<file path="config.mk">
export PLATFORM = sky130hd
export DESIGN_NAME = tdm_link_failsafe_supervisor_flat
export DESIGN_NICKNAME = d
export VERILOG_FILES = /design/src/rtl/core/tlfs_pkg.sv /design/src/rtl/core/tlfs_req_if.sv /design/src/rtl/core/tlfs_rsp_if.sv /design/src/rtl/core/tlfs_csr.sv /design/src/rtl/core/tlfs_div.sv /design/src/rtl/core/tlfs_ctrl.sv /design/src/rtl/core/tdm_link_failsafe_supervisor.sv /design/src/flat_wrapper.sv
export SDC_FILE = /design/constraint.sdc
export NUM_CORES = 1
export LEC_CHECK = 0
export ABC_AREA = 1
export BUFFER_PORTS_ARGS = -buffer_cell sky130_fd_sc_hd__buf_2
export CORE_ASPECT_RATIO = 1.75
export CORE_MARGIN = 8
export CORE_UTILIZATION = 64
export DETAILED_ROUTE_END_ITERATION = 8
export PLACE_DENSITY = 0.83
export RECOVER_POWER = 100
export SKIP_LAST_GASP = 1
export SYNTH_ARGS = -nofsm -noshare
export SYNTH_HDL_FRONTEND = slang
export SYNTH_SLANG_ARGS = --single-unit
export TNS_END_PERCENT = 5
</file>
<file path="constraint.sdc">
create_clock -name clock -period 9.5 [get_ports clock]
set_clock_uncertainty 0.2 [all_clocks]
set_input_delay 0 -clock clock [delete_from_list [all_inputs] [get_ports clock]]
set_output_delay 0 -clock clock [all_outputs]
set_load 0.005 [all_outputs]
</file>
<file path="src/rtl/core/tlfs_pkg.sv">
`timescale 1ns / 1ps
// ----------------------------------------------------------------------------
// tlfs_pkg
// Shared types, constants and helpers of the TDM link failsafe supervisor.
// ----------------------------------------------------------------------------
package tlfs_pkg;

   localparam int TickWidth   = 32;
   localparam int HopWidth    = 16;
   localparam int CountWidth  = 16;
   localparam int ByteWidth   = 8;
   localparam int CsrAddrWidth = 5;
   localparam int CsrDataWidth = 32;
   localparam int DivSteps    = TickWidth;
   localparam int DivCntWidth = $clog2(DivSteps + 1);

   localparam logic [CountWidth-1:0] CountSat   = '1;
   localparam logic [CountWidth-1:0] MaxPwrMisses = 16'd2;

   typedef enum logic [1:0] {
      LINK_DISCONNECTED = 2'd0,
      LINK_CONNECTING   = 2'd1,
      LINK_CONNECTED    = 2'd2,
      LINK_FAILSAFE     = 2'd3
   } link_state_type;

   typedef enum logic [1:0] {
      SLOT_SYNC   = 2'd0,
      SLOT_TLM    = 2'd1,
      SLOT_UPLINK = 2'd2
   } slot_type_type;

   typedef enum logic [2:0] {
      SEQ_IDLE,
      SEQ_HOP,
      SEQ_POS,
      SEQ_RATIO,
      SEQ_DONE
   } seq_state_type;

   localparam logic [2:0] CSR_ROLE      = 3'd0;
   localparam logic [2:0] CSR_HOP       = 3'd1;
   localparam logic [2:0] CSR_SEQ_LEN   = 3'd2;
   localparam logic [2:0] CSR_TLM_RATIO = 3'd3;
   localparam logic [2:0] CSR_FS_MISSES = 3'd4;
   localparam logic [2:0] CSR_TLM_GRACE = 3'd5;
   localparam logic [2:0] CSR_UP_GRACE  = 3'd6;
   localparam logic [2:0] CSR_BENCH     = 3'd7;

   localparam logic                  RstRole     = 1'b0;
   localparam logic [HopWidth-1:0]   RstHop      = 16'd1;
   localparam logic [ByteWidth-1:0]  RstSeqLen   = 8'd80;
   localparam logic [ByteWidth-1:0]  RstTlmRatio = 8'd4;
   localparam logic [ByteWidth-1:0]  RstFsMisses = 8'd10;
   localparam logic [ByteWidth-1:0]  RstTlmGrace = 8'd4;
   localparam logic [ByteWidth-1:0]  RstUpGrace  = 8'd4;
   localparam logic                  RstBench    = 1'b0;

   typedef struct packed {
      logic                 role_is_receiver;
      logic [HopWidth-1:0]  hop_interval;
      logic [ByteWidth-1:0] sequence_length;
      logic [ByteWidth-1:0] telemetry_ratio;
      logic [ByteWidth-1:0] failsafe_misses;
      logic [ByteWidth-1:0] telemetry_grace;
      logic [ByteWidth-1:0] uplink_grace;
      logic                 my_mode;
   } cfg_type;

   typedef struct packed {
      logic                 start;
      logic [TickWidth-1:0] dividend;
      logic [HopWidth-1:0]  divisor;
   } div_cmd_type;

   typedef struct packed {
      logic                 done;
      logic [TickWidth-1:0] quotient;
      logic [HopWidth-1:0]  remainder;
   } div_res_type;

   function automatic logic [CountWidth-1:0] sat_inc(input logic [CountWidth-1:0] v);
      return (v == CountSat) ? v : v + CountWidth'(1);
   endfunction

endpackage

</file>
<file path="src/rtl/core/tlfs_req_if.sv">
`timescale 1ns / 1ps
// ----------------------------------------------------------------------------
// tlfs_req_if
// End-of-tick event channel: valid/ready plus the slot item payload.
// ----------------------------------------------------------------------------
interface tlfs_req_if;
   logic        valid;
   logic        ready;
   logic [31:0] tx_tick;
   logic        hop_locked;
   logic        sync_seen;
   logic        ever_received;
   logic        got_rc;
   logic        got_sync;
   logic        got_tlm;
   logic        got_valid_uplink;
   logic        got_valid_telemetry;
   logic        downlink_quality_nonzero;

   modport source (
      output valid, tx_tick, hop_locked, sync_seen, ever_received, got_rc, got_sync,
             got_tlm, got_valid_uplink, got_valid_telemetry, downlink_quality_nonzero,
      input  ready
   );

   modport sink (
      input  valid, tx_tick, hop_locked, sync_seen, ever_received, got_rc, got_sync,
             got_tlm, got_valid_uplink, got_valid_telemetry, downlink_quality_nonzero,
      output ready
   );
endinterface

</file>
<file path="src/rtl/core/tlfs_rsp_if.sv">
`timescale 1ns / 1ps
// ----------------------------------------------------------------------------
// tlfs_rsp_if
// Slot result channel: valid/ready plus link state and request flags.
// ----------------------------------------------------------------------------
interface tlfs_rsp_if;
   logic        valid;
   logic        ready;
   logic [1:0]  link_state;
   logic [1:0]  slot_type;
   logic        max_power_request;
   logic        timing_reset_request;
   logic [15:0] telemetry_miss_total;

   modport source (
      output valid, link_state, slot_type, max_power_request, timing_reset_request,
             telemetry_miss_total,
      input  ready
   );

   modport sink (
      input  valid, link_state, slot_type, max_power_request, timing_reset_request,
             telemetry_miss_total,
      output ready
   );
endinterface

</file>
<file path="src/rtl/core/tlfs_csr.sv">
`timescale 1ns / 1ps
// ----------------------------------------------------------------------------
// tlfs_csr
// APB register file holding the supervisor configuration.
// ----------------------------------------------------------------------------
module tlfs_csr
   import tlfs_pkg::*;
(
   input  logic                    clock,
   input  logic                    reset,
   input  logic                    psel,
   input  logic                    penable,
   input  logic                    pwrite,
   input  logic [CsrAddrWidth-1:0] paddr,
   input  logic [CsrDataWidth-1:0] pwdata,
   output logic [CsrDataWidth-1:0] prdata,
   output logic                    pready,
   output cfg_type                 cfg
);

   cfg_type    cfg_ff;
   cfg_type    cfg_in;
   logic [2:0] reg_idx;
   logic       wr_en;

   assign reg_idx = paddr[CsrAddrWidth-1:2];
   assign wr_en   = psel & penable & pwrite;
   assign pready  = 1'b1;
   assign cfg     = cfg_ff;

   always_comb begin
      cfg_in = cfg_ff;
      if (wr_en) begin
         unique case (reg_idx)
            CSR_ROLE:      cfg_in.role_is_receiver = pwdata[0];
            CSR_HOP:       cfg_in.hop_interval     = pwdata[HopWidth-1:0];
            CSR_SEQ_LEN:   cfg_in.sequence_length  = pwdata[ByteWidth-1:0];
            CSR_TLM_RATIO: cfg_in.telemetry_ratio  = pwdata[ByteWidth-1:0];
            CSR_FS_MISSES: cfg_in.failsafe_misses  = pwdata[ByteWidth-1:0];
            CSR_TLM_GRACE: cfg_in.telemetry_grace  = pwdata[ByteWidth-1:0];
            CSR_UP_GRACE:  cfg_in.uplink_grace     = pwdata[ByteWidth-1:0];
            CSR_BENCH:     cfg_in.my_mode       = pwdata[0];
         endcase
      end
   end

   always_ff @(posedge clock) begin
      if (reset) begin
         cfg_ff.role_is_receiver <= RstRole;
         cfg_ff.hop_interval     <= RstHop;
         cfg_ff.sequence_length  <= RstSeqLen;
         cfg_ff.telemetry_ratio  <= RstTlmRatio;
         cfg_ff.failsafe_misses  <= RstFsMisses;
         cfg_ff.telemetry_grace  <= RstTlmGrace;
         cfg_ff.uplink_grace     <= RstUpGrace;
         cfg_ff.my_mode       <= RstBench;
      end else begin
         cfg_ff <= cfg_in;
      end
   end

   always_comb begin
      unique case (reg_idx)
         CSR_ROLE:      prdata = CsrDataWidth'(cfg_ff.role_is_receiver);
         CSR_HOP:       prdata = CsrDataWidth'(cfg_ff.hop_interval);
         CSR_SEQ_LEN:   prdata = CsrDataWidth'(cfg_ff.sequence_length);
         CSR_TLM_RATIO: prdata = CsrDataWidth'(cfg_ff.telemetry_ratio);
         CSR_FS_MISSES: prdata = CsrDataWidth'(cfg_ff.failsafe_misses);
         CSR_TLM_GRACE: prdata = CsrDataWidth'(cfg_ff.telemetry_grace);
         CSR_UP_GRACE:  prdata = CsrDataWidth'(cfg_ff.uplink_grace);
         CSR_BENCH:     prdata = CsrDataWidth'(cfg_ff.my_mode);
      endcase
   end

endmodule

</file>
<file path="src/rtl/core/tlfs_div.sv">
`timescale 1ns / 1ps
// ----------------------------------------------------------------------------
// tlfs_div
// Shared restoring divider, one quotient bit per cycle.
// ----------------------------------------------------------------------------
module tlfs_div
   import tlfs_pkg::*;
(
   input  logic        clock,
   input  logic        reset,
   input  div_cmd_type cmd,
   output div_res_type res
);

   logic [TickWidth-1:0]   dvd_ff, dvd_in;
   logic [HopWidth-1:0]    rem_ff, rem_in;
   logic [HopWidth-1:0]    dsr_ff, dsr_in;
   logic [DivCntWidth-1:0] cnt_ff, cnt_in;
   logic                   busy_ff, busy_in;
   logic                   done_ff, done_in;
   logic [HopWidth:0]      rem_shift;
   logic                   fits;

   assign rem_shift = {rem_ff, dvd_ff[TickWidth-1]};
   assign fits      = rem_shift >= {1'b0, dsr_ff};

   always_comb begin
      dvd_in  = dvd_ff;
      rem_in  = rem_ff;
      dsr_in  = dsr_ff;
      cnt_in  = cnt_ff;
      busy_in = busy_ff;
      done_in = 1'b0;
      if (cmd.start) begin
         dvd_in  = cmd.dividend;
         dsr_in  = cmd.divisor;
         rem_in  = '0;
         cnt_in  = DivCntWidth'(DivSteps);
         busy_in = 1'b1;
      end else if (busy_ff) begin
         rem_in = fits ? HopWidth'(rem_shift - {1'b0, dsr_ff}) : rem_shift[HopWidth-1:0];
         dvd_in = {dvd_ff[TickWidth-2:0], fits};
         cnt_in = cnt_ff - DivCntWidth'(1);
         if (cnt_ff == DivCntWidth'(1)) begin
            busy_in = 1'b0;
            done_in = 1'b1;
         end
      end
   end

   always_ff @(posedge clock) begin
      if (reset) begin
         busy_ff <= 1'b0;
         done_ff <= 1'b0;
         cnt_ff  <= '0;
      end else begin
         busy_ff <= busy_in;
         done_ff <= done_in;
         cnt_ff  <= cnt_in;
      end
      dvd_ff <= dvd_in;
      rem_ff <= rem_in;
      dsr_ff <= dsr_in;
   end

   assign res.done      = done_ff;
   assign res.quotient  = dvd_ff;
   assign res.remainder = rem_ff;

endmodule

</file>
<file path="src/rtl/core/tlfs_ctrl.sv">
`timescale 1ns / 1ps
// ----------------------------------------------------------------------------
// tlfs_ctrl
// Slot sequencer: drives the divider passes, then updates counters and link state.
// ----------------------------------------------------------------------------
module tlfs_ctrl
   import tlfs_pkg::*;
(
   input  logic              clock,
   input  logic              reset,
   input  cfg_type           cfg,
   tlfs_req_if.sink          req_ch,
   tlfs_rsp_if.source        rsp_ch,
   output div_cmd_type       div_cmd,
   input  div_res_type       div_res
);

   seq_state_type seq_ff, seq_in;

   // latched item
   logic [TickWidth-1:0] tick_ff;
   logic locked_ff, sync_seen_ff, ever_rx_ff, g_rc_ff, g_sync_ff, g_tlm_ff;
   logic g_vup_ff, g_vtlm_ff, dq_nz_ff;
   logic pos_zero_ff, pos_zero_in;
   logic tlm_hit_ff, tlm_hit_in;

   // link state
   link_state_type        link_ff, link_in;
   logic [CountWidth-1:0] miss_up_ff, miss_up_in;
   logic [CountWidth-1:0] miss_tlm_ff, miss_tlm_in;
   logic [ByteWidth-1:0]  up_grace_ff, up_grace_in;
   logic [ByteWidth-1:0]  tlm_grace_ff, tlm_grace_in;
   logic [CountWidth-1:0] tlm_sum_ff, tlm_sum_in;

   // result register
   logic                  rsp_valid_ff, rsp_valid_in;
   link_state_type        rsp_link_ff;
   slot_type_type         rsp_slot_ff;
   logic                  rsp_maxpwr_ff, rsp_treset_ff;
   logic [CountWidth-1:0] rsp_sum_ff;

   logic accept, commit, out_free;
   logic [HopWidth-1:0]  hop_eff;
   logic [ByteWidth-1:0] len_eff, ratio_eff;
   slot_type_type         slot;
   logic rx, tx, got, link_valid, rejoin, maxpwr, treset;
   logic [CountWidth-1:0] misses;

   assign accept   = req_ch.valid & req_ch.ready;
   assign out_free = ~rsp_valid_ff | rsp_ch.ready;
   assign hop_eff   = (cfg.hop_interval == '0) ? HopWidth'(1) : cfg.hop_interval;
   assign len_eff   = (cfg.sequence_length == '0) ? ByteWidth'(1) : cfg.sequence_length;
   assign ratio_eff = (cfg.telemetry_ratio == '0) ? ByteWidth'(1) : cfg.telemetry_ratio;

   always_comb begin
      seq_in = seq_ff;
      unique case (seq_ff)
         SEQ_IDLE:  if (req_ch.valid) seq_in = SEQ_HOP;
         SEQ_HOP:   if (div_res.done) seq_in = SEQ_POS;
         SEQ_POS:   if (div_res.done) seq_in = SEQ_RATIO;
         SEQ_RATIO: if (div_res.done) seq_in = SEQ_DONE;
         SEQ_DONE:  if (out_free) seq_in = SEQ_IDLE;
         default:   seq_in = SEQ_IDLE;
      endcase
   end

   always_comb begin
      req_ch.ready     = 1'b0;
      div_cmd.start    = 1'b0;
      div_cmd.dividend = req_ch.tx_tick;
      div_cmd.divisor  = hop_eff;
      commit           = 1'b0;
      pos_zero_in      = pos_zero_ff;
      tlm_hit_in       = tlm_hit_ff;
      unique case (seq_ff)
         SEQ_IDLE: begin
            req_ch.ready  = ~reset;
            div_cmd.start = req_ch.valid & ~reset;
         end
         SEQ_HOP: begin
            div_cmd.start    = div_res.done;
            div_cmd.dividend = div_res.quotient;
            div_cmd.divisor  = HopWidth'(len_eff);
         end
         SEQ_POS: begin
            div_cmd.start    = div_res.done;
            div_cmd.dividend = tick_ff;
            div_cmd.divisor  = HopWidth'(ratio_eff);
            if (div_res.done) pos_zero_in = (div_res.remainder == '0);
         end
         SEQ_RATIO: begin
            if (div_res.done) begin
               tlm_hit_in = (div_res.remainder == '0) && (cfg.telemetry_ratio != '0);
            end
         end
         SEQ_DONE: begin
            commit = out_free;
         end
         default: begin
         end
      endcase
   end

   // slot update
   always_comb begin
      rx   = cfg.role_is_receiver;
      tx   = ~cfg.role_is_receiver;
      slot = pos_zero_ff ? SLOT_SYNC : (tlm_hit_ff ? SLOT_TLM : SLOT_UPLINK);

      miss_up_in   = miss_up_ff;
      miss_tlm_in  = miss_tlm_ff;
      up_grace_in  = up_grace_ff;
      tlm_grace_in = tlm_grace_ff;
      tlm_sum_in   = tlm_sum_ff;
      link_in      = link_ff;
      maxpwr       = 1'b0;

      if (tx && slot == SLOT_TLM) begin
         if (tlm_grace_ff != '0) begin
            tlm_grace_in = g_vtlm_ff ? '0 : tlm_grace_ff - ByteWidth'(1);
            miss_tlm_in  = '0;
         end else if (g_vtlm_ff) begin
            miss_tlm_in = '0;
         end else begin
            miss_tlm_in = sat_inc(miss_tlm_ff);
            tlm_sum_in  = sat_inc(tlm_sum_ff);
            maxpwr      = miss_tlm_in >= MaxPwrMisses;
         end
      end

      got        = g_rc_ff | g_sync_ff | g_vup_ff | g_vtlm_ff;
      link_valid = cfg.my_mode ? (g_vtlm_ff | g_tlm_ff) : got;

      if (rx && locked_ff && slot == SLOT_UPLINK) begin
         if (up_grace_ff != '0) begin
            up_grace_in = g_vup_ff ? '0 : up_grace_ff - ByteWidth'(1);
            miss_up_in  = '0;
         end else if (got) begin
            miss_up_in = '0;
         end else begin
            miss_up_in = sat_inc(miss_up_ff);
         end
      end else if (got) begin
         miss_up_in = '0;
      end

      if (rx) misses = miss_up_in;
      else if (ever_rx_ff) misses = miss_tlm_in;
      else misses = CountWidth'(cfg.failsafe_misses) + CountWidth'(1);
      if (cfg.my_mode && tx && dq_nz_ff) misses = '0;

      rejoin = rx ? (locked_ff & sync_seen_ff & g_rc_ff) : link_valid;
      if (link_ff == LINK_CONNECTED) begin
         if (misses >= CountWidth'(cfg.failsafe_misses)) link_in = LINK_FAILSAFE;
      end else if (rejoin) begin
         link_in = LINK_CONNECTED;
      end

      if (link_in == LINK_CONNECTED && link_ff != LINK_CONNECTED) begin
         if (rx) up_grace_in = cfg.uplink_grace;
         else tlm_grace_in = cfg.telemetry_grace;
      end

      treset = rx && link_ff == LINK_CONNECTED && link_in == LINK_FAILSAFE && !locked_ff;
   end

   always_comb begin
      rsp_valid_in = rsp_valid_ff;
      if (rsp_ch.ready) rsp_valid_in = 1'b0;
      if (commit) rsp_valid_in = 1'b1;
   end

   always_ff @(posedge clock) begin
      if (reset) begin
         seq_ff       <= SEQ_IDLE;
         link_ff      <= LINK_CONNECTING;
         miss_up_ff   <= '0;
         miss_tlm_ff  <= '0;
         up_grace_ff  <= '0;
         tlm_grace_ff <= '0;
         tlm_sum_ff   <= '0;
         rsp_valid_ff <= 1'b0;
      end else begin
         seq_ff       <= seq_in;
         rsp_valid_ff <= rsp_valid_in;
         if (commit) begin
            link_ff      <= link_in;
            miss_up_ff   <= miss_up_in;
            miss_tlm_ff  <= miss_tlm_in;
            up_grace_ff  <= up_grace_in;
            tlm_grace_ff <= tlm_grace_in;
            tlm_sum_ff   <= tlm_sum_in;
         end
      end
      pos_zero_ff <= pos_zero_in;
      tlm_hit_ff  <= tlm_hit_in;
      if (accept) begin
         tick_ff      <= req_ch.tx_tick;
         locked_ff    <= req_ch.hop_locked;
         sync_seen_ff <= req_ch.sync_seen;
         ever_rx_ff   <= req_ch.ever_received;
         g_rc_ff      <= req_ch.got_rc;
         g_sync_ff    <= req_ch.got_sync;
         g_tlm_ff     <= req_ch.got_tlm;
         g_vup_ff     <= req_ch.got_valid_uplink;
         g_vtlm_ff    <= req_ch.got_valid_telemetry;
         dq_nz_ff     <= req_ch.downlink_quality_nonzero;
      end
      if (commit) begin
         rsp_link_ff   <= link_in;
         rsp_slot_ff   <= slot;
         rsp_maxpwr_ff <= maxpwr;
         rsp_treset_ff <= treset;
         rsp_sum_ff    <= tlm_sum_in;
      end
   end

   assign rsp_ch.valid                = rsp_valid_ff;
   assign rsp_ch.link_state           = rsp_link_ff;
   assign rsp_ch.slot_type            = rsp_slot_ff;
   assign rsp_ch.max_power_request    = rsp_maxpwr_ff;
   assign rsp_ch.timing_reset_request = rsp_treset_ff;
   assign rsp_ch.telemetry_miss_total = rsp_sum_ff;

endmodule

</file>
<file path="src/rtl/core/tdm_link_failsafe_supervisor.sv">
`timescale 1ns / 1ps
// ----------------------------------------------------------------------------
// tdm_link_failsafe_supervisor
// Per-slot link supervisor: slot classification, miss counters, link FSM.
//
// Usage:
//  req_ch carries one end-of-tick item per slot (tick plus reception flags);
//  rsp_ch returns one result item per accepted item: link state after the
//  slot, slot type, max-power and timing-reset requests, telemetry miss total.
//  The APB port (psel/penable/pwrite/paddr/pwdata) sets role, hop interval,
//  sequence length, telemetry ratio, failsafe threshold, grace counts and
//  bench mode; write only while no item is in flight.
//  Each item takes three passes of the shared restoring divider (tick/hop,
//  position mod sequence length, tick mod telemetry ratio), each 32 steps,
//  then a commit into the output register. One item at a time; req_ch is
//  ready only while the sequencer is idle, so a new item is not accepted
//  until the last one has been committed.
//  A finished result waits in the output register; a new item is accepted
//  while it waits, but its update holds until the receiver takes the old one.
//  Reset: synchronous, active high; registers return to defaults, link state
//  to connecting, all counters to zero.
// ----------------------------------------------------------------------------
module tdm_link_failsafe_supervisor
   import tlfs_pkg::*;
(
   input  logic                    clock,
   input  logic                    reset,
   tlfs_req_if.sink                req_ch,
   tlfs_rsp_if.source              rsp_ch,
   input  logic                    psel,
   input  logic                    penable,
   input  logic                    pwrite,
   input  logic [CsrAddrWidth-1:0] paddr,
   input  logic [CsrDataWidth-1:0] pwdata,
   output logic [CsrDataWidth-1:0] prdata,
   output logic                    pready
);

   cfg_type     cfg;
   div_cmd_type div_cmd;
   div_res_type div_res;

   tlfs_csr u_csr (
      .clock   (clock),
      .reset   (reset),
      .psel    (psel),
      .penable (penable),
      .pwrite  (pwrite),
      .paddr   (paddr),
      .pwdata  (pwdata),
      .prdata  (prdata),
      .pready  (pready),
      .cfg     (cfg)
   );

   tlfs_div u_div (
      .clock (clock),
      .reset (reset),
      .cmd   (div_cmd),
      .res   (div_res)
   );

   tlfs_ctrl u_ctrl (
      .clock   (clock),
      .reset   (reset),
      .cfg     (cfg),
      .req_ch  (req_ch),
      .rsp_ch  (rsp_ch),
      .div_cmd (div_cmd),
      .div_res (div_res)
   );

endmodule
</file>
<file path="src/flat_wrapper.sv">
// flat-port wrapper written by rule: the top's interface ports become plain ports
module tdm_link_failsafe_supervisor_flat import tlfs_pkg::*;
  (clock, reset, psel, penable, pwrite, paddr, pwdata, prdata, pready, req_ch_valid, req_ch_tx_tick, req_ch_hop_locked, req_ch_sync_seen, req_ch_ever_received, req_ch_got_rc, req_ch_got_sync, req_ch_got_tlm, req_ch_got_valid_uplink, req_ch_got_valid_telemetry, req_ch_downlink_quality_nonzero, req_ch_ready, rsp_ch_valid, rsp_ch_link_state, rsp_ch_slot_type, rsp_ch_max_power_request, rsp_ch_timing_reset_request, rsp_ch_telemetry_miss_total, rsp_ch_ready);
  tlfs_req_if req_ch_i ();
  tlfs_rsp_if rsp_ch_i ();
  input  logic clock;
  input  logic reset;
  input  logic psel;
  input  logic penable;
  input  logic pwrite;
  input  logic [CsrAddrWidth-1:0] paddr;
  input  logic [CsrDataWidth-1:0] pwdata;
  output logic [CsrDataWidth-1:0] prdata;
  output logic pready;
  input wire logic [$bits(req_ch_i.valid)-1:0] req_ch_valid;
  input wire logic [$bits(req_ch_i.tx_tick)-1:0] req_ch_tx_tick;
  input wire logic [$bits(req_ch_i.hop_locked)-1:0] req_ch_hop_locked;
  input wire logic [$bits(req_ch_i.sync_seen)-1:0] req_ch_sync_seen;
  input wire logic [$bits(req_ch_i.ever_received)-1:0] req_ch_ever_received;
  input wire logic [$bits(req_ch_i.got_rc)-1:0] req_ch_got_rc;
  input wire logic [$bits(req_ch_i.got_sync)-1:0] req_ch_got_sync;
  input wire logic [$bits(req_ch_i.got_tlm)-1:0] req_ch_got_tlm;
  input wire logic [$bits(req_ch_i.got_valid_uplink)-1:0] req_ch_got_valid_uplink;
  input wire logic [$bits(req_ch_i.got_valid_telemetry)-1:0] req_ch_got_valid_telemetry;
  input wire logic [$bits(req_ch_i.downlink_quality_nonzero)-1:0] req_ch_downlink_quality_nonzero;
  output wire logic [$bits(req_ch_i.ready)-1:0] req_ch_ready;
  output wire logic [$bits(rsp_ch_i.valid)-1:0] rsp_ch_valid;
  output wire logic [$bits(rsp_ch_i.link_state)-1:0] rsp_ch_link_state;
  output wire logic [$bits(rsp_ch_i.slot_type)-1:0] rsp_ch_slot_type;
  output wire logic [$bits(rsp_ch_i.max_power_request)-1:0] rsp_ch_max_power_request;
  output wire logic [$bits(rsp_ch_i.timing_reset_request)-1:0] rsp_ch_timing_reset_request;
  output wire logic [$bits(rsp_ch_i.telemetry_miss_total)-1:0] rsp_ch_telemetry_miss_total;
  input wire logic [$bits(rsp_ch_i.ready)-1:0] rsp_ch_ready;
  assign req_ch_i.valid = req_ch_valid;
  assign req_ch_i.tx_tick = req_ch_tx_tick;
  assign req_ch_i.hop_locked = req_ch_hop_locked;
  assign req_ch_i.sync_seen = req_ch_sync_seen;
  assign req_ch_i.ever_received = req_ch_ever_received;
  assign req_ch_i.got_rc = req_ch_got_rc;
  assign req_ch_i.got_sync = req_ch_got_sync;
  assign req_ch_i.got_tlm = req_ch_got_tlm;
  assign req_ch_i.got_valid_uplink = req_ch_got_valid_uplink;
  assign req_ch_i.got_valid_telemetry = req_ch_got_valid_telemetry;
  assign req_ch_i.downlink_quality_nonzero = req_ch_downlink_quality_nonzero;
  assign req_ch_ready = req_ch_i.ready;
  assign rsp_ch_valid = rsp_ch_i.valid;
  assign rsp_ch_link_state = rsp_ch_i.link_state;
  assign rsp_ch_slot_type = rsp_ch_i.slot_type;
  assign rsp_ch_max_power_request = rsp_ch_i.max_power_request;
  assign rsp_ch_timing_reset_request = rsp_ch_i.timing_reset_request;
  assign rsp_ch_telemetry_miss_total = rsp_ch_i.telemetry_miss_total;
  assign rsp_ch_i.ready = rsp_ch_ready;
  tdm_link_failsafe_supervisor u_core (.clock(clock), .reset(reset), .req_ch(req_ch_i), .rsp_ch(rsp_ch_i), .psel(psel), .penable(penable), .pwrite(pwrite), .paddr(paddr), .pwdata(pwdata), .prdata(prdata), .pready(pready));
endmodule
</file>
==> metrics.json, run 1 <==
{
  "outcome": {
    "run_status": "complete, but fails checks",
    "failed_checks": "negative hold slack, max-capacitance violations, max-slew violations"
  },
  "timing": {
    "fin_worst_hold_slack_ns": -0.00508,
    "period_needed_ns": 6.21,
    "number_of_failing_setup_endpoints_in_the_final_timing_report": 0,
    "maxSlewHeadroom_pct": -138,
    "rsz0062_at_grt": "no",
    "fin_setup_tns_ns": 0,
    "hold_violations": 1,
    "timing.final.max_slew_violations": 370,
    "tightestPinTransition_ns": 3.57,
    "post-route-period-util_pct": 65.3,
    "fmaxAchievable_mhz": 161
  },
  "drt": {
    "detail_route.wirelength_microns": 41700,
    "drt-vias-per-instance": 5.96,
    "first_pass_iters": 6,
    "detail_route.iter0.violations": 1354,
    "route.detailed.drc": 0,
    "final_antenna_net_count": 0,
    "route.vias.total": 13500,
    "drt-wirelength-per-cell_microns": 18.4
  },
  "setup_path": {
    "startpoint": "u_core.u_ctrl.seq_ff[1]",
    "sort_of_element_at_the_start_of_the_critical_path": "flop",
    "r2r_cell_count": 9,
    "crit_path_max_fanout": 67,
    "timing.critical_path.required_ns": 9.75,
    "r2r_start": "u_core.u_ctrl.seq_ff[1]",
    "worst-endpoint-arrival_ns": 6.46,
    "timing.critical_path.to_type": "flop",
    "critical_setup_path_kind": "flop to flop"
  },
  "clock_network": {
    "cts_h_tree_depth": 1,
    "clock_insertion_delay_worst_skew_ns": 0.54,
    "cts.sinks": 265,
    "cts_made_buffers": 25,
    "worst_setup_hold_path_clk_slew_ns": 0.07,
    "clock_tree.buffer_depth": 3,
    "clock_tree.root_cell": "sky130_fd_sc_hd__clkbuf_16",
    "post_cts_resize_count": 0,
    "tritoncts": "built"
  },
  "flow_run": {
    "cap_violations": 7
  },
  "floorplan": {
    "floorplan.die.width_microns": 129,
    "io-pin-count": 142,
    "floorplan.die.height_microns": 213,
    "rows": 72,
    "dieArea_sq_um": 27400,
    "placeableCoreArea_sq_um": 22000,
    "floorplan.initialDensity_pct": 64.6
  },
  "logic_synthesis": {
    "netlist_top_cells_count": "sky130_fd_sc_hd__nand2_1 (336), sky130_fd_sc_hd__inv_1 (215), sky130_fd_sc_hd__o21ai_0 (159), sky130_fd_sc_hd__dfxtp_1 (152), sky130_fd_sc_hd__nor2_1 (150)",
    "post_synth_main_area_contributors": "sky130_fd_sc_hd__edfxtp_1 (24%), sky130_fd_sc_hd__dfxtp_1 (21%), sky130_fd_sc_hd__nand2_1 (8.9%)",
    "synth_async_sr_flop_share_pct": 0,
    "ys_dominant_reg_cell": "sky130_fd_sc_hd__dfxtp_1",
    "synth_cell_type_count": 56,
    "ys_seq_area_share_pct": 45.3,
    "post-synth-top-count-cell": "sky130_fd_sc_hd__nand2_1",
    "synth_edf_count": 113,
    "yosysWarnings": 0,
    "synth_top_area_share_pct": 23.9,
    "cells_after_synthesis": 1781,
    "syn_area_per_cell_sq_um": 7.98,
    "synth-seq-cells": 265,
    "synth_largest_area_cell": "sky130_fd_sc_hd__edfxtp_1",
    "mapped_cell_area_sq_um": 14200
  },
  "grt": {
    "first_pass_grt_wire_length_microns": 66500,
    "grt.overflow.total": 0,
    "global_route.usage.total_pct": 30.2,
    "grt_max_degree": 81,
    "number_of_global_route_vias_before_repair": 13300,
    "initial_antenna_violation_count": 0
  },
  "power_and_ir_drop": {
    "leakage_nw": 6.61,
    "vdd_drop_max_v": 0.000216,
    "post-layout-total-power_mw": 3.22,
    "pwr_density_cell_nw_per_um2": 196
  },
  "layout": {
    "drive_gt1_share_pct": 6.77,
    "synth_to_final_area_change_pct": 15.6,
    "antennaDiodeCount": 0,
    "fin_nets": 2065,
    "seqCellArea_sq_um": 6440,
    "multi_input_comb_area_sq_um": 6480,
    "design_area_sq_um": 16400,
    "layout.filler_cells": 1692
  },
  "placed_design": {
    "detailedPlacementHpwl_microns": 27400,
    "routabilityCongestion": 0.959,
    "placement.io_buffers": 106,
    "postPlaceCellArea_sq_um": 14800
  },
  "hold_path": {
    "hp-class": "primary input to flop",
    "number_of_stages_on_the_worst_hold_path": 2,
    "holdCritStartpoint": "req_ch_downlink_quality_nonzero"
  }
}
[per-layer routing]
layer	global-route usage (%)	part of all wire, %
met5	0	0
met3	4.68	6.5
met4	20.6	7.0
met1	32.0	35
met2	54.1	51
[critical path: stages, from the launching register on]
cell                       delay [ns]
sky130_fd_sc_hd__dfxtp_1         0.33
sky130_fd_sc_hd__clkbuf_1        1.27
sky130_fd_sc_hd__nor3_1          0.51
sky130_fd_sc_hd__inv_1           0.35
sky130_fd_sc_hd__nand2_1         0.43
sky130_fd_sc_hd__nand2_1         0.17
sky130_fd_sc_hd__nand2_1         0.55
sky130_fd_sc_hd__inv_1           1.53
sky130_fd_sc_hd__nand2_1         0.44
sky130_fd_sc_hd__a21oi_1         0.32
[sequential cells by signal, summed over array words and instances (netlist names), 2 cells and up]
signal,count
u_core.u_csr.cfg,58
u_core.u_ctrl.tick_ff,32
u_core.u_div.dvd_ff,32
u_core.u_ctrl.miss_tlm_ff,16
u_core.u_ctrl.miss_up_ff,16
u_core.u_ctrl.rsp_ch.telemetry_miss_total,16
u_core.u_ctrl.tlm_sum_ff,16
u_core.u_div.dsr_ff,16
u_core.u_div.rem_ff,16
u_core.u_ctrl.tlm_grace_ff,8
u_core.u_ctrl.up_grace_ff,8
u_core.u_div.cnt_ff,6
u_core.u_ctrl.seq_ff,3
u_core.u_ctrl.link_ff,2
u_core.u_ctrl.rsp_ch.link_state,2
u_core.u_ctrl.rsp_ch.slot_type,2
[through the flow]
step | hold WS [ns] | worst slack, ns | std cells | utilization [%]
global route | 0.0173 | 2.89 | 2260 | 74.7
detailed placement | -0.0219 | 5.10 | 2122 | 67.5
finish | -0.00508 | 3.29 | 2260 | 74.7
global placement | -0.0216 | 5.24 | 2122 | 67.5
floorplan | -0.101 | 5.41 | 1796 | -
CTS | 0.000796 | 5.10 | 2259 | 75.4
[cells by family after synthesis]
family	count (synthesis)	share of synthesized area, %
compound gates	444	18.6
xor+xnor	46	2.84
flops	265	45.3
fa+ha+maj	34	3.05
simple gates	672	21.1
buf+inv	318	9.07
other cells	2	0.0529
[path summary, 6_finish.rpt]
path              slack (ns)                       endpoint
hold reg to reg         0.27  u_core.u_ctrl.tlm_grace_ff[7]
setup / recovery        3.29         u_core.u_div.cnt_ff[0]
setup reg to reg        3.29         u_core.u_div.cnt_ff[0]
hold / removal        -0.005         u_core.u_ctrl.dq_nz_ff
[where the power goes]
group	switching (mW)	total [mW]	internal [mW]
clock	0.447	1.02	0.577
sequential	0.0767	1.42	1.35
combinational	0.525	0.766	0.241
total	1.05	3.22	2.17
[repair_timing]
| item | in CTS | in global routing |
|---|---|---|
| endpoints found under the setup margin | 0 | 0 |
| hold endpoints to repair | 156 | 1 |
| hold buffers | 92 | 1 |
| buffers inserted | 0 | 0 |
[cells in the final DEF, fill, tap and decap left out, types with 4 or more instances in the layout]
cell	count
sky130_fd_sc_hd__xnor2_1	9
sky130_fd_sc_hd__edfxtp_1	113
sky130_fd_sc_hd__nor2_1	154
sky130_fd_sc_hd__a32oi_1	32
sky130_fd_sc_hd__a21oi_1	131
sky130_fd_sc_hd__xor2_1	37
sky130_fd_sc_hd__nand2_2	5
sky130_fd_sc_hd__nand4_1	25
sky130_fd_sc_hd__o2111ai_1	7
sky130_fd_sc_hd__nor4_1	13
sky130_fd_sc_hd__clkbuf_1	72
sky130_fd_sc_hd__nand3_1	73
sky130_fd_sc_hd__clkinvlp_4	4
sky130_fd_sc_hd__nor2_4	4
sky130_fd_sc_hd__clkbuf_16	26
sky130_fd_sc_hd__o22ai_1	10
sky130_fd_sc_hd__ha_1	33
sky130_fd_sc_hd__buf_2	44
sky130_fd_sc_hd__a211oi_1	12
sky130_fd_sc_hd__inv_1	221
sky130_fd_sc_hd__dlygate4sd3_1	93
sky130_fd_sc_hd__o221ai_1	19
sky130_fd_sc_hd__or2_2	4
sky130_fd_sc_hd__nor3_1	31
sky130_fd_sc_hd__a221oi_1	6
sky130_fd_sc_hd__dfxtp_1	152
sky130_fd_sc_hd__nand2_1	338
sky130_fd_sc_hd__o21ai_1	6
sky130_fd_sc_hd__nor2_2	10
sky130_fd_sc_hd__clkinv_2	4
sky130_fd_sc_hd__inv_2	10
sky130_fd_sc_hd__o21ai_0	166
sky130_fd_sc_hd__conb_1	17
sky130_fd_sc_hd__o211ai_1	34
[final cells by class]
cell class              instances  area share [%]
clock buffers                  33            4.27
clock inverters                12           0.777
inverters                     234            5.35
multi-input cells            1213            39.5
flip-flops and latches        265            39.2
well taps                     296            2.26
repair buffers                207            8.66
(Power assumes the default switching activity.)
==> run 2: changes to the inputs <==
- CORE_UTILIZATION: 64 -> 60
- PLACE_DENSITY: 0.83 -> 0.79
- clock period: 9.5 -> 6.5 ns (I/O delays scaled with it)
==> run 2 against run 1 <==
  * The flow finishes with violations (max-capacitance violations, max-slew violations)
  * Register-to-register slack worse by 2.1 ns
  * Via count up 0.79%
  * Total power up 44%
  * First-iteration DRC count down 17%
  * Clock-buffer cell count unchanged
  * Fmax up 17%
  * Critical endpoint is now u_core.u_div.dvd_ff[14]
  * Largest power group unchanged
  * Highest routed layer unchanged
==> metrics.json, run 2 (synthesis gave the netlist of run 1 again) <==
{
  "floorplan": {
    "placeableCoreArea": {"value": 23300, "unit": "sq um", "change": "was 22,000 sq um"},
    "floorplan.die.width": {"value": 132, "unit": "microns", "change": "was 129 microns"},
    "dieArea": {"value": 29100, "unit": "sq um", "change": "was 27,400 sq um"},
    "floorplan.initialDensity": {"value": 60.9, "unit": "%", "change": "was 64.6%"},
    "rows": {"value": 74, "change": "was 72"},
    "floorplan.die.height": {"value": 220, "unit": "microns", "change": "was 213 microns"},
    "io-pin-count": {"value": 142, "change": "unchanged"}
  },
  "layout": {
    "most_common_cell_after_layout_fill_and_taps_aside": {"value": "sky130_fd_sc_hd__nand2_1", "change": "unchanged"},
    "design_area": {"value": 16600, "unit": "sq um", "change": "was 16,400 sq um"},
    "largest_reg_flops": {"value": 58, "change": "unchanged"},
    "synth_to_final_area_change": {"value": 16.7, "unit": "%", "change": "was 15.6%"},
    "most_frequent_cells_in_the_layout": {"value": "sky130_fd_sc_hd__nand2_1 (337), sky130_fd_sc_hd__inv_1 (222), sky130_fd_sc_hd__o21ai_0 (165), sky130_fd_sc_hd__nor2_1 (153), sky130_fd_sc_hd__dfxtp_1 (152)", "change": "was sky130_fd_sc_hd__nand2_1 (338), sky130_fd_sc_hd__inv_1 (221), sky130_fd_sc_hd__o21ai_0 (166), sky130_fd_sc_hd__nor2_1 (154), sky130_fd_sc_hd__dfxtp_1 (152)"},
    "fin_nets": {"value": 2081, "change": "was 2,065"},
    "drive_gt1_share": {"value": 6.41, "unit": "%", "change": "was 6.77%"}
  },
  "power_and_ir_drop": {
    "vdd_drop_max": {"value": 0.000280, "unit": "V", "change": "was 0.000216 V"},
    "p_seq_share": {"value": 45.0, "unit": "%", "change": "was 44.3%"},
    "netSwitchingPower": {"value": 1.52, "unit": "mW", "change": "was 1.05 mW"},
    "power_report.internal_total": {"value": 3.12, "unit": "mW", "change": "was 2.17 mW"},
    "power.share.switching": {"value": 32.8, "unit": "%", "change": "was 32.6%"},
    "clkPwrFrac": {"value": 31.5, "unit": "%", "change": "was 31.9%"},
    "post-layout-total-power": {"value": 4.65, "unit": "mW", "change": "was 3.22 mW"},
    "pwr_density_cell": {"value": 280, "unit": "nW/um^2", "change": "was 196 nW/um^2"},
    "share_comb_of_total_power": {"value": 23.5, "unit": "%", "change": "was 23.8%"},
    "leakage": {"value": 6.67, "unit": "nW", "change": "was 6.61 nW"}
  },
  "setup_path": {
    "cp_max_delay_cell": {"value": "sky130_fd_sc_hd__clkbuf_1", "change": "was sky130_fd_sc_hd__inv_1"},
    "sort_of_element_at_the_start_of_the_critical_path": {"value": "flop", "change": "unchanged"},
    "worstPathBufferInverterCount": {"value": 2, "change": "was 3"},
    "crit_path_max_fanout": {"value": 35, "change": "was 67"},
    "r2r_setup_slack": {"value": 1.21, "unit": "ns", "change": "was 3.29 ns"},
    "critical_setup_path_kind": {"value": "flop to flop", "change": "unchanged"},
    "max_stage_delay": {"value": 1.23, "unit": "ns", "change": "was 1.53 ns"},
    "r2r_cell_count": {"value": 9, "change": "unchanged"},
    "timing.critical_path.required": {"value": 6.47, "unit": "ns", "change": "was 9.75 ns"},
    "r2r_start": {"value": "u_core.u_ctrl.seq_ff[2]", "change": "was u_core.u_ctrl.seq_ff[1]"},
    "critical-path-top-delay-family": {"value": "simple AND/OR/NAND/NOR gates", "change": "was buffers and inverters"},
    "cp_cell_sequence": {"value": "nor2_2 -> clkbuf_1 -> nand2_2 -> nand2_1 -> nand2_1 -> nand2_1 -> nor2_1 -> buf_4 -> a21oi_4", "change": "was clkbuf_1 -> nor3_1 -> inv_1 -> nand2_1 -> nand2_1 -> nand2_1 -> inv_1 -> nand2_1 -> a21oi_1"},
    "crit_path_frequent_cell": {"value": "sky130_fd_sc_hd__nand2_1", "change": "unchanged"},
    "timing.critical_path.to_type": {"value": "flop", "change": "unchanged"},
    "worst-endpoint-arrival": {"value": 5.26, "unit": "ns", "change": "was 6.46 ns"},
    "timing.rr.end": {"value": "u_core.u_div.dvd_ff[14]", "change": "was u_core.u_div.cnt_ff[0]"}
  },
  "timing": {
    "fmaxAchievable": {"value": 189, "unit": "MHz", "change": "was 161 MHz"},
    "rsz0062_at_grt": {"value": "no", "change": "unchanged"},
    "maxSlewHeadroom": {"value": -114, "unit": "%", "change": "was -138%"},
    "period_needed": {"value": 5.29, "unit": "ns", "change": "was 6.21 ns"},
    "hold_violations": {"value": 0, "change": "was 1"},
    "number_of_failing_setup_endpoints_in_the_final_timing_report": {"value": 0, "change": "unchanged"},
    "setup_ws": {"value": 1.21, "unit": "ns", "change": "was 3.29 ns"},
    "timing.final.max_slew_violations": {"value": 233, "change": "was 370"},
    "fin_worst_hold_slack": {"value": 0.0598, "unit": "ns", "change": "was -0.00508 ns"},
    "tightestPinTransition": {"value": 3.22, "unit": "ns", "change": "was 3.57 ns"},
    "post-route-period-util": {"value": 81.4, "unit": "%", "change": "was 65.3%"},
    "fin_setup_tns": {"value": 0, "unit": "ns", "change": "unchanged"}
  },
  "clock_network": {
    "clock_tree.buffer_depth": {"value": 3, "change": "unchanged"},
    "postCtsSetupRepairBufs": {"value": 0, "change": "unchanged"},
    "cts_made_buffers": {"value": 25, "change": "unchanged"},
    "worst_setup_hold_path_clk_slew": {"value": 0.07, "unit": "ns", "change": "about the same"},
    "post_cts_resize_count": {"value": 0, "change": "unchanged"},
    "clock_tree.root_cell": {"value": "sky130_fd_sc_hd__clkbuf_16", "change": "unchanged"},
    "hold_buffers": {"value": 109, "change": "was 92"},
    "tritoncts": {"value": "built", "change": "unchanged"},
    "cts.sinks": {"value": 265, "change": "unchanged"},
    "clock_insertion_delay_worst_skew": {"value": 0.55, "unit": "ns", "change": "was 0.54 ns"},
    "cts_h_tree_depth": {"value": 1, "change": "unchanged"}
  },
  "placed_design": {
    "routabilityCongestion": {"value": 0.946, "change": "was 0.959"},
    "placement.io_buffers": {"value": 106, "change": "unchanged"},
    "placement.setup.worst_slack": {"value": 2.01, "unit": "ns", "change": "was 5.10 ns"},
    "detailedPlacementHpwl": {"value": 27600, "unit": "microns", "change": "was 27,400 microns"},
    "postPlaceCellArea": {"value": 14800, "unit": "sq um", "change": "about the same"}
  },
  "grt": {
    "number_of_global_route_vias_before_repair": {"value": 13400, "change": "was 13,300"},
    "global_route.usage.total": {"value": 28.0, "unit": "%", "change": "was 30.2%"},
    "grt_max_degree": {"value": 80, "change": "was 81"},
    "initial_antenna_violation_count": {"value": 0, "change": "unchanged"},
    "first_pass_grt_wire_length": {"value": 66700, "unit": "microns", "change": "was 66,500 microns"},
    "grt.overflow.total": {"value": 0, "change": "unchanged"}
  },
  "drt": {
    "route.vias.total": {"value": 13600, "change": "was 13,500"},
    "drt-vias-per-instance": {"value": 5.94, "change": "was 5.96"},
    "detail_route.wirelength": {"value": 41800, "unit": "microns", "change": "was 41,700 microns"},
    "final_antenna_net_count": {"value": 0, "change": "unchanged"},
    "first_pass_iters": {"value": 5, "change": "was 6"},
    "drt-wirelength-per-cell": {"value": 18.3, "unit": "microns", "change": "was 18.4 microns"},
    "detail_route.iter0.violations": {"value": 1127, "change": "was 1,354"},
    "route.detailed.drc": {"value": 0, "change": "unchanged"}
  },
  "outcome": {
    "failed_checks": {"value": "max-capacitance violations, max-slew violations", "change": "was negative hold slack, max-capacitance violations, max-slew violations"},
    "run_status": {"value": "complete, but fails checks", "change": "unchanged"}
  },
  "flow_run": {
    "cap_violations": {"value": 5, "change": "was 7"}
  },
  "hold_path": {
    "number_of_stages_on_the_worst_hold_path": {"value": 4, "change": "was 2"},
    "holdCritStartpoint": {"value": "pwrite", "change": "was req_ch_downlink_quality_nonzero"},
    "hold_end": {"value": "u_core.u_csr.cfg[57]", "change": "was u_core.u_ctrl.dq_nz_ff"},
    "hp-class": {"value": "primary input to flop", "change": "unchanged"}
  }
}
-- run 2: changes by cell type in the layout (fill, tap and decap cells not counted), moves of 2 or more --
cell	previous run	this run
sky130_fd_sc_hd__dlygate4sd3_1	93	109
sky130_fd_sc_hd__buf_2	44	38
sky130_fd_sc_hd__clkbuf_1	72	77
sky130_fd_sc_hd__clkinvlp_4	4	0
sky130_fd_sc_hd__clkinv_1	3	6
sky130_fd_sc_hd__clkinv_2	4	1
sky130_fd_sc_hd__inv_6	1	4
sky130_fd_sc_hd__buf_4	2	4
sky130_fd_sc_hd__inv_4	0	2
-- run 2: how the worst max path moves through the flow --
| stage | from | endpoint | slack [ns] | depth (start not counted) |
|---|---|---|---|---|
| floorplan | u_core.u_ctrl.seq_ff[1] | u_core.u_div.dvd_ff[0] | 2.41 | 9 |
| global placement | u_core.u_ctrl.seq_ff[1] | u_core.u_div.dvd_ff[24] | 2.04 | 9 |
| detailed placement | u_core.u_ctrl.seq_ff[1] | u_core.u_div.dvd_ff[16] | 2.01 | 9 |
| CTS | u_core.u_ctrl.seq_ff[1] | u_core.u_div.dvd_ff[4] | 1.96 | 9 |
| global route | u_core.u_ctrl.seq_ff[1] | u_core.u_ctrl.tlm_grace_ff[5] | 0.87 | 8 |
| finish | u_core.u_ctrl.seq_ff[2] | u_core.u_div.dvd_ff[14] | 1.21 | 9 |
-- run 2: tightest hold or removal path, stage by stage --
cell                      delay, ns
sky130_fd_sc_hd__buf_2         0.09
sky130_fd_sc_hd__nand3_1       0.38
sky130_fd_sc_hd__o21ai_0       0.16
sky130_fd_sc_hd__a21oi_1       0.13
-- run 2: layer usage --
layer / up-vias / routed length [microns] / GRT usage [%]
li1: 6423 / - / -
met5: - / 0 / 0
met4: 0 / 2770 / 18.8
met3: 169 / 2630 / 4.20
met2: 617 / 21500 / 51.4
met1: 6361 / 14900 / 29.0
-- run 2: layout make-up --
| cell class | instances | area (sq um) |
|---|---|---|
| Antenna cell | 1 | 2.50 |
| Multi-Input combinational cell | 1213 | 6500 |
| Sequential cell | 265 | 6440 |
| Clock buffer | 33 | 687 |
| Clock inverter | 13 | 108 |
| Inverter | 234 | 878 |
| Tap cell | 304 | 380 |
| Fill cell | 1878 | 6760 |
| Timing Repair Buffer | 223 | 1580 |
-- run 2: per-stage QoR --
stage,util (%),cells
6_report,71.0,2286
5_1_grt,71.0,2285
2_1_floorplan,-,1796
3_5_place_dp,63.6,2130
3_3_place_gp,63.6,2130
4_1_cts,71.7,2285
-- run 2: power by group through the flow --
stage | logic (mW) | registers [mW] | clock network, mW
5_1_grt | 1.18 | 2.10 | 1.54
4_1_cts | 1.06 | 2.08 | 1.47
3_5_place_dp | 0.996 | 2.11 | 0
6_report | 1.09 | 2.09 | 1.46
3_3_place_gp | 0.966 | 2.11 | 0
2_1_floorplan | 0.752 | 2.06 | 0
